## src/design/ilst_pkg.sv

```systemverilog
// Shared definitions for the indexed list engine: operation codes,
// the per-cycle command struct sent to the storage cells, and defaults.
// Depends on nothing; used by ilst_cell and indexed_list_engine.
`default_nettype none

package ilst_pkg;

    localparam int DEFAULT_CAPACITY = 16;
    localparam int MODE_W           = 3;
    localparam int DATA_W           = 32;

    localparam logic [MODE_W-1:0] MODE_APPEND   = 3'd0;
    localparam logic [MODE_W-1:0] MODE_PREPEND  = 3'd1;
    localparam logic [MODE_W-1:0] MODE_DEL_LAST = 3'd2;
    localparam logic [MODE_W-1:0] MODE_DEL_FRST = 3'd3;
    localparam logic [MODE_W-1:0] MODE_READ     = 3'd4;
    localparam logic [MODE_W-1:0] MODE_WRITE    = 3'd5;
    localparam logic [MODE_W-1:0] MODE_INSERT   = 3'd6;
    localparam logic [MODE_W-1:0] MODE_DEL_AT   = 3'd7;

    // Broadcast to every cell; at most one flag is set in a cycle.
    typedef struct packed {
        logic ins;   // open a gap at pos and load the new value there
        logic del;   // remove pos and close the gap from the right
        logic wr;    // overwrite pos
        logic rd;    // present pos on the read bus
    } t_cmd;

endpackage

`default_nettype wire

```

## src/design/ilst_cell.sv

```systemverilog
// One storage cell of the indexed list: holds a single entry and trades
// data with its left and right neighbors when the list shifts.
// Depends on ilst_pkg.
`default_nettype none

module ilst_cell
    import ilst_pkg::*;
#(
    parameter int IDX   = 0,
    parameter int CNT_W = 5
) (
    input  wire logic              i_clk,
    input  wire t_cmd              i_cmd,
    input  wire logic [CNT_W-1:0]  i_pos,
    input  wire logic [CNT_W-1:0]  i_used,
    input  wire logic [DATA_W-1:0] i_value,
    input  wire logic [DATA_W-1:0] i_left,
    input  wire logic [DATA_W-1:0] i_right,
    output logic      [DATA_W-1:0] o_data,
    output logic      [DATA_W-1:0] o_rd
);

    localparam logic [CNT_W-1:0] K   = CNT_W'(IDX);
    localparam logic [CNT_W-1:0] KP1 = CNT_W'(IDX + 1);

    logic [DATA_W-1:0] r_data;
    logic [DATA_W-1:0] n_data;
    logic              at_pos;

    assign at_pos = (K == i_pos);

    always_comb begin
        n_data = r_data;
        if (i_cmd.ins) begin
            if (at_pos) begin
                n_data = i_value;
            end else if ((K > i_pos) && (K <= i_used)) begin
                n_data = i_left;
            end
        end else if (i_cmd.del) begin
            // The old last entry becomes unused, so it may simply hold.
            if ((K >= i_pos) && (KP1 < i_used)) begin
                n_data = i_right;
            end
        end else if (i_cmd.wr && at_pos) begin
            n_data = i_value;
        end
    end

    always_ff @(posedge i_clk) begin
        r_data <= n_data;
    end

    assign o_data = r_data;
    assign o_rd   = (i_cmd.rd && at_pos) ? r_data : '0;

endmodule

`default_nettype wire

```

## src/design/indexed_list_engine.sv

```systemverilog
// Top level of the indexed list engine: operation decode, length count,
// the row of ilst_cell storage cells and the registered result.
// Depends on ilst_pkg and ilst_cell.
`default_nettype none

// The engine keeps an ordered list of up to CAPACITY signed 32-bit values.
// A request is taken on any cycle with start high; busy never rises, so a
// new request may follow in every cycle. Each request produces exactly one
// result in the next cycle, shown on o_ok, o_read_value and o_count for a
// single cycle while o_done is high; the receiver must take it then. All
// cells of the row update together in the request's cycle, each one
// loading the new value or its left or right neighbor's entry, so shifts
// of any length happen at once. Rejected requests leave the list unchanged
// and report a read value of zero. The list is empty after reset.

module indexed_list_engine
    import ilst_pkg::*;
#(
    parameter int CAPACITY = DEFAULT_CAPACITY,
    parameter int CNT_W    = $clog2(CAPACITY + 1)
) (
    input  wire logic              i_clk,
    input  wire logic              i_rst_n,
    input  wire logic              start,
    output logic                   busy,
    input  wire logic [MODE_W-1:0] i_mode,
    input  wire logic [CNT_W-1:0]  i_index,
    input  wire logic [DATA_W-1:0] i_value,
    output logic                   o_done,
    output logic                   o_ok,
    output logic      [DATA_W-1:0] o_read_value,
    output logic      [CNT_W-1:0]  o_count
);

    localparam logic [CNT_W-1:0] CAP = CNT_W'(CAPACITY);

    logic [CNT_W-1:0]  r_used;
    logic [CNT_W-1:0]  n_used;
    logic              r_done;
    logic              r_ok;
    logic [DATA_W-1:0] r_rd;
    logic [DATA_W-1:0] n_rd;

    logic              accept;
    logic              ok;
    logic              has_room;
    logic              not_empty;
    logic              idx_lt;
    logic              idx_le;
    logic [CNT_W-1:0]  pos;
    t_cmd              cmd_raw;
    t_cmd              cmd;

    logic [DATA_W-1:0] cell_data [CAPACITY];
    logic [DATA_W-1:0] cell_rd   [CAPACITY];

    assign busy      = 1'b0;
    assign accept    = start && !busy;
    assign has_room  = (r_used < CAP);
    assign not_empty = (r_used != '0);
    assign idx_lt    = (i_index < r_used);
    assign idx_le    = (i_index <= r_used);

    always_comb begin
        ok      = 1'b0;
        pos     = i_index;
        cmd_raw = '0;
        case (i_mode)
            MODE_APPEND: begin
                ok          = has_room;
                pos         = r_used;
                cmd_raw.ins = 1'b1;
            end
            MODE_PREPEND: begin
                ok          = has_room;
                pos         = '0;
                cmd_raw.ins = 1'b1;
            end
            MODE_DEL_LAST: begin
                ok          = not_empty;
                pos         = r_used - CNT_W'(1);
                cmd_raw.del = 1'b1;
            end
            MODE_DEL_FRST: begin
                ok          = not_empty;
                pos         = '0;
                cmd_raw.del = 1'b1;
            end
            MODE_READ: begin
                ok         = idx_lt;
                cmd_raw.rd = 1'b1;
            end
            MODE_WRITE: begin
                ok         = idx_lt;
                cmd_raw.wr = 1'b1;
            end
            MODE_INSERT: begin
                ok          = has_room && idx_le;
                cmd_raw.ins = 1'b1;
            end
            MODE_DEL_AT: begin
                ok          = idx_lt;
                cmd_raw.del = 1'b1;
            end
            default: begin
                ok      = 1'b0;
                cmd_raw = '0;
            end
        endcase
    end

    assign cmd = (accept && ok) ? cmd_raw : '0;

    always_comb begin
        n_used = r_used;
        if (cmd.ins) begin
            n_used = r_used + CNT_W'(1);
        end else if (cmd.del) begin
            n_used = r_used - CNT_W'(1);
        end
    end

    for (genvar k = 0; k < CAPACITY; k++) begin : g_cell
        logic [DATA_W-1:0] left;
        logic [DATA_W-1:0] right;
        if (k == 0) begin : g_first
            assign left = '0;
        end else begin : g_mid_l
            assign left = cell_data[k-1];
        end
        if (k == CAPACITY - 1) begin : g_last
            assign right = '0;
        end else begin : g_mid_r
            assign right = cell_data[k+1];
        end
        ilst_cell #(
            .IDX   (k),
            .CNT_W (CNT_W)
        ) u_cell (
            .i_clk   (i_clk),
            .i_cmd   (cmd),
            .i_pos   (pos),
            .i_used  (r_used),
            .i_value (i_value),
            .i_left  (left),
            .i_right (right),
            .o_data  (cell_data[k]),
            .o_rd    (cell_rd[k])
        );
    end

    // Only the addressed cell drives a nonzero value onto the read bus.
    always_comb begin
        n_rd = '0;
        for (int k = 0; k < CAPACITY; k++) begin
            n_rd = n_rd | cell_rd[k];
        end
    end

    always_ff @(posedge i_clk) begin
        if (!i_rst_n) begin
            r_used <= '0;
            r_done <= 1'b0;
            r_ok   <= 1'b0;
        end else begin
            r_used <= n_used;
            r_done <= accept;
            r_ok   <= accept && ok;
        end
    end

    always_ff @(posedge i_clk) begin
        r_rd <= n_rd;
    end

    assign o_done       = r_done;
    assign o_ok         = r_ok;
    assign o_read_value = r_rd;
    assign o_count      = r_used;

    a_done_follows: assert property (@(posedge i_clk) disable iff (!i_rst_n)
        accept |=> o_done)
        else $error("result strobe missing after an accepted request");

    a_count_bound: assert property (@(posedge i_clk) disable iff (!i_rst_n)
        o_count <= CAP)
        else $error("length count exceeds capacity");

    a_reject_zero: assert property (@(posedge i_clk) disable iff (!i_rst_n)
        (o_done && !o_ok) |-> (o_read_value == '0))
        else $error("rejected request returned a nonzero read value");

    a_reject_keep: assert property (@(posedge i_clk) disable iff (!i_rst_n)
        (o_done && !o_ok) |-> (o_count == $past(o_count)))
        else $error("rejected request changed the length");

endmodule

`default_nettype wire
```

## config.mk

```make
export PLATFORM = sky130hd
export DESIGN_NAME = indexed_list_engine
export DESIGN_NICKNAME = d
export VERILOG_FILES = /design/src/design/ilst_pkg.sv /design/src/design/ilst_cell.sv /design/src/design/indexed_list_engine.sv
export SDC_FILE = /design/constraint.sdc
export NUM_CORES = 2
export LEC_CHECK = 0
export BUFFER_PORTS_ARGS = -buffer_cell sky130_fd_sc_hd__buf_2
export CORE_MARGIN = 4
export CORE_UTILIZATION = 40
export CTS_BUF_LIST = sky130_fd_sc_hd__clkbuf_16
export DETAILED_ROUTE_END_ITERATION = 6
export MAX_ROUTING_LAYER = met4
export PLACE_DENSITY = 0.57
export SLEW_MARGIN = 10
export SYNTH_ARGS = -nofsm -noshare
export SYNTH_HDL_FRONTEND = slang
export SYNTH_HIERARCHICAL = 1
export SYNTH_SLANG_ARGS = --single-unit
export TNS_END_PERCENT = 5
```

## constraint.sdc

```tcl
create_clock -name i_clk -period 19 [get_ports i_clk]
set_clock_uncertainty 0.1 [all_clocks]
set_input_delay 0.95 -clock i_clk [delete_from_list [all_inputs] [get_ports i_clk]]
set_output_delay 0.95 -clock i_clk [all_outputs]
set_load 0.02 [all_outputs]
```

==> impl_results.md <==
- Outcome: finished with violations
- Violated checks: DRC
- Post-synth top area share: around 37%
- CTS Sinks: roughly 550
- YS warnings: 6
- Critical path fanouts, max: between 70 and 80
- Clock share of power: between 30% and 40%
- Max Buffers Root-to-Sink: 3
- Die height: 328.2 µm
- Post-CTS Setup Inserts: 0
- Setup_tns: 0 ps
- CTS H-tree depth: 3
- Synth cell types: 110
- Gr usage total: ~28%
- Starting DRC count in detailed routing: 5839
- Placement Setup Slack: ~12000 ps
- Max Clk Rate: around 0.16 GHz
- First-pass GRT wire length: about 230 mm
- Clock-pin slew on the worst setup and hold paths: about 60 ps
- Post-DRT Antenna Nets: 0
- Root Buffer: clkbuf_16
- Largest net degree at the start of global routing: 199
- Io pins: 83
- Via density: slightly below 7
- Initial antenna violation count: 4
- Critical Path AT: between 6000 and 7000 ps
- Wire per inst: ~27 µm
- First drt pass iteration count: 7
- Final period utilization: roughly 32%
- Worst-Skew Late Latency: between 600 and 700 ps
- Share of layout cells above drive strength 1: between 10% and 20%
- Most used routing layer: met1
- Area Growth Syn to Fin: 6.434%
- Mapped Area: 0.04102 mm²
- Hold buffers post-CTS: 0
- CTS tree: done
- NetSw: ~0.0011 W
- Maxcap violations: 0
- Number of global-route vias before repair: 34080
- Internal power: 0.002336 W
- Startpoint Class: primary input
- Final min period: slightly above 6000 ps
- GPL Wtd Cong: ~0.85
- Power density over the cells: just under 80 mW/mm²
- Met2 usage: 39.54%
- CTS Buf Count: between 60 and 70
- Met1 Usage GRT: 42.10%
- Post-synthesis sequential area ratio: between 30 and 40%
- Final worst-path setup slack: 12870 ps
- Placed cells: approximately 5500
- Row Count: roughly 120
- Synth area leader: edfxtp_1
- Synth Register Bits: about 550
- Largest cells by area after synthesis: edfxtp_1 (37%), and3_1 (7.8%), a22oi_1 (5.2%)
- Post-Syn Instances: ~4400
- Leakage power: about 16 nW
- Post-layout power: roughly 0.0034 W
- EDFF count, synth: 512
- Die Wd: between 300 and 400 µm
- Worst hold path type: register to register
- CP endpoint kind: register
- Max-slew violations: 0
- RSZ-0062 raised after global routing: false
- Core Area: about 0.10 mm²
- CTS resizes: 0
- Hpwl dp: 95.21 mm
- Slew margin rel.: between 10% and 20%
- Residual DRC: 1
- Final wirelength: approximately 150 mm
- Congestion Overflow GR: 0
- Worst Tran Pin Value: approximately 1300 ps
- Met3 track demand over resource: about 4.5%
- Syn_area_per_cell: 9.339 µm²
- Core Util, Final: between 40% and 50%
- Hold Fails Final Rpt: 0
- WP data required: ~19000 ps
- Combinational power share: approximately 20%
- Starting Density: 40.31%
- Async set or reset register ratio after synthesis: 0%
- Non-Filler Instances: between 5000 and 6000
- Sw Share: 31.29%
- Top FF cell, synth: edfxtp_1
- Kind of critical path: primary input to register
- Maximum vdd drop: roughly 52 µV
- Flop pwr share: 41.5%
- Die area: around 0.11 mm²
- Final-report setup violation count: 0
- Vias: 38040
- Input/output buffers: slightly above 80
- Final #Nets: around 4200
## sequential cells by signal, summed over array words and instances (netlist names)
| name | cells |
|---|---|
| g_cell.u_cell/o_data | 512 |
| o_count | 5 |
| o_done | 1 |
| o_ok | 1 |
| o_read_value | 32 |
## power by group through the flow
stage,sequential [W],clock (W),combinational (W)
3_5_place_dp,0.00143,0,0.000665
4_1_cts,0.00141,0.00133,0.000666
5_1_grt,0.00141,0.00138,0.000732
3_3_place_gp,0.00143,0,0.000654
2_1_floorplan,0.00143,0,0.000475
6_report,0.00141,0.00131,0.000681
## placed cells by master, fill, tap and decap left out, drive strengths merged, types with 33 or more instances in the layout
master / n
and3: 515
edfxtp: 512
nand3: 487
a22oi: 285
o21ai: 267
a31oi: 231
nor2b: 205
a211oi: 194
nand2: 183
buf: 172
nand4: 161
nor4: 136
o211ai: 101
clkbuf: 74
conb: 65
a21o: 64
mux2i: 64
nand4b: 64
nor2: 52
inv: 45
dfxtp: 39
o22a: 34
a41oi: 33
## layout make-up
type | count | area (µm²)
fillers | 9884 | 58090
flip-flops and latches | 551 | 16160
inverters | 29 | 108.9
diodes | 2 | 5.005
clock inverters | 44 | 294.0
multi-input cells | 3355 | 22380
clock buffers | 74 | 1852
well taps | 1368 | 1712
repair buffers | 172 | 1151
## cells in the mapped netlist, types with 31 or more instances
master / number
a31oi_1: 230
buf_4: 32
nor2b_1: 204
nand3_2: 121
nand4_1: 161
nand2_1: 181
mux2_2: 31
edfxtp_1: 512
nor4_1: 133
buf_6: 68
dfxtp_1: 39
a211oi_1: 194
a21boi_0: 31
mux2i_1: 64
o22a_1: 33
nor2_1: 42
and3_1: 513
o21ai_0: 195
buf_2: 150
o211ai_1: 101
a21o_1: 64
clkbuf_1: 230
o21ai_1: 71
nand3_1: 366
a41oi_1: 33
nand4b_1: 64
a22oi_1: 285
## per-stage QoR
stage	area, µm²	hold slack (ps)
finish	43650	498.7
global route	43650	511.7
CTS	43630	486.4
detailed placement	41480	475.4
global placement	41480	447.8
floorplan	41260	435.5
## metal layers
metal / vias to the layer above / part of all wire (%)
met3: 209 / 11
met1: 18550 / 45
met2: 2284 / 42
met5: - / 0
li1: 17000 / -
met4: 0 / 2.0
## worst max-delay path, cell delays in order
cell       delay, ps
buf_2            120
ha_1             320
and2_0           180
a2111oi_4        390
a32oi_4          240
nor2_4           110
buf_4            620
buf_4            630
buf_4            690
buf_4            780
o31a_2          1070
## cells by family after synthesis
kind of cell / count (synthesis) / share of synthesized area [%]
and+or+nand+nor: 1871 / 28.31
DFF: 551 / 39.39
muxes: 95 / 2.413
other: 1 / 0.009143
AOI/OAI and AO/OA: 1311 / 22.08
buffers and inverters: 550 / 7.443
adders and majority gates: 8 / 0.2441
xor gates and xnor gates: 5 / 0.1068
## worst paths after layout
| check | endpoint | slack [ps] | start | depth (start not counted) |
|---|---|---|---|---|
| min reg2reg | g_cell[14].u_cell/o_data[9]$_DFFE_PP_ | 500 | g_cell[15].u_cell/o_data[9]$_DFFE_PP_ | 2 |
| min | g_cell[14].u_cell/o_data[9]$_DFFE_PP_ | 500 | g_cell[15].u_cell/o_data[9]$_DFFE_PP_ | 2 |
| max | g_cell[12].u_cell/o_data[16]$_DFFE_PP_ | 12870 | i_index[4] | 11 |
| max reg2reg | g_cell[12].u_cell/o_data[16]$_DFFE_PP_ | 12910 | o_count[4]$_SDFFE_PN0P_ | 11 |
No activity file was read; power rests on OpenSTA's default activity.
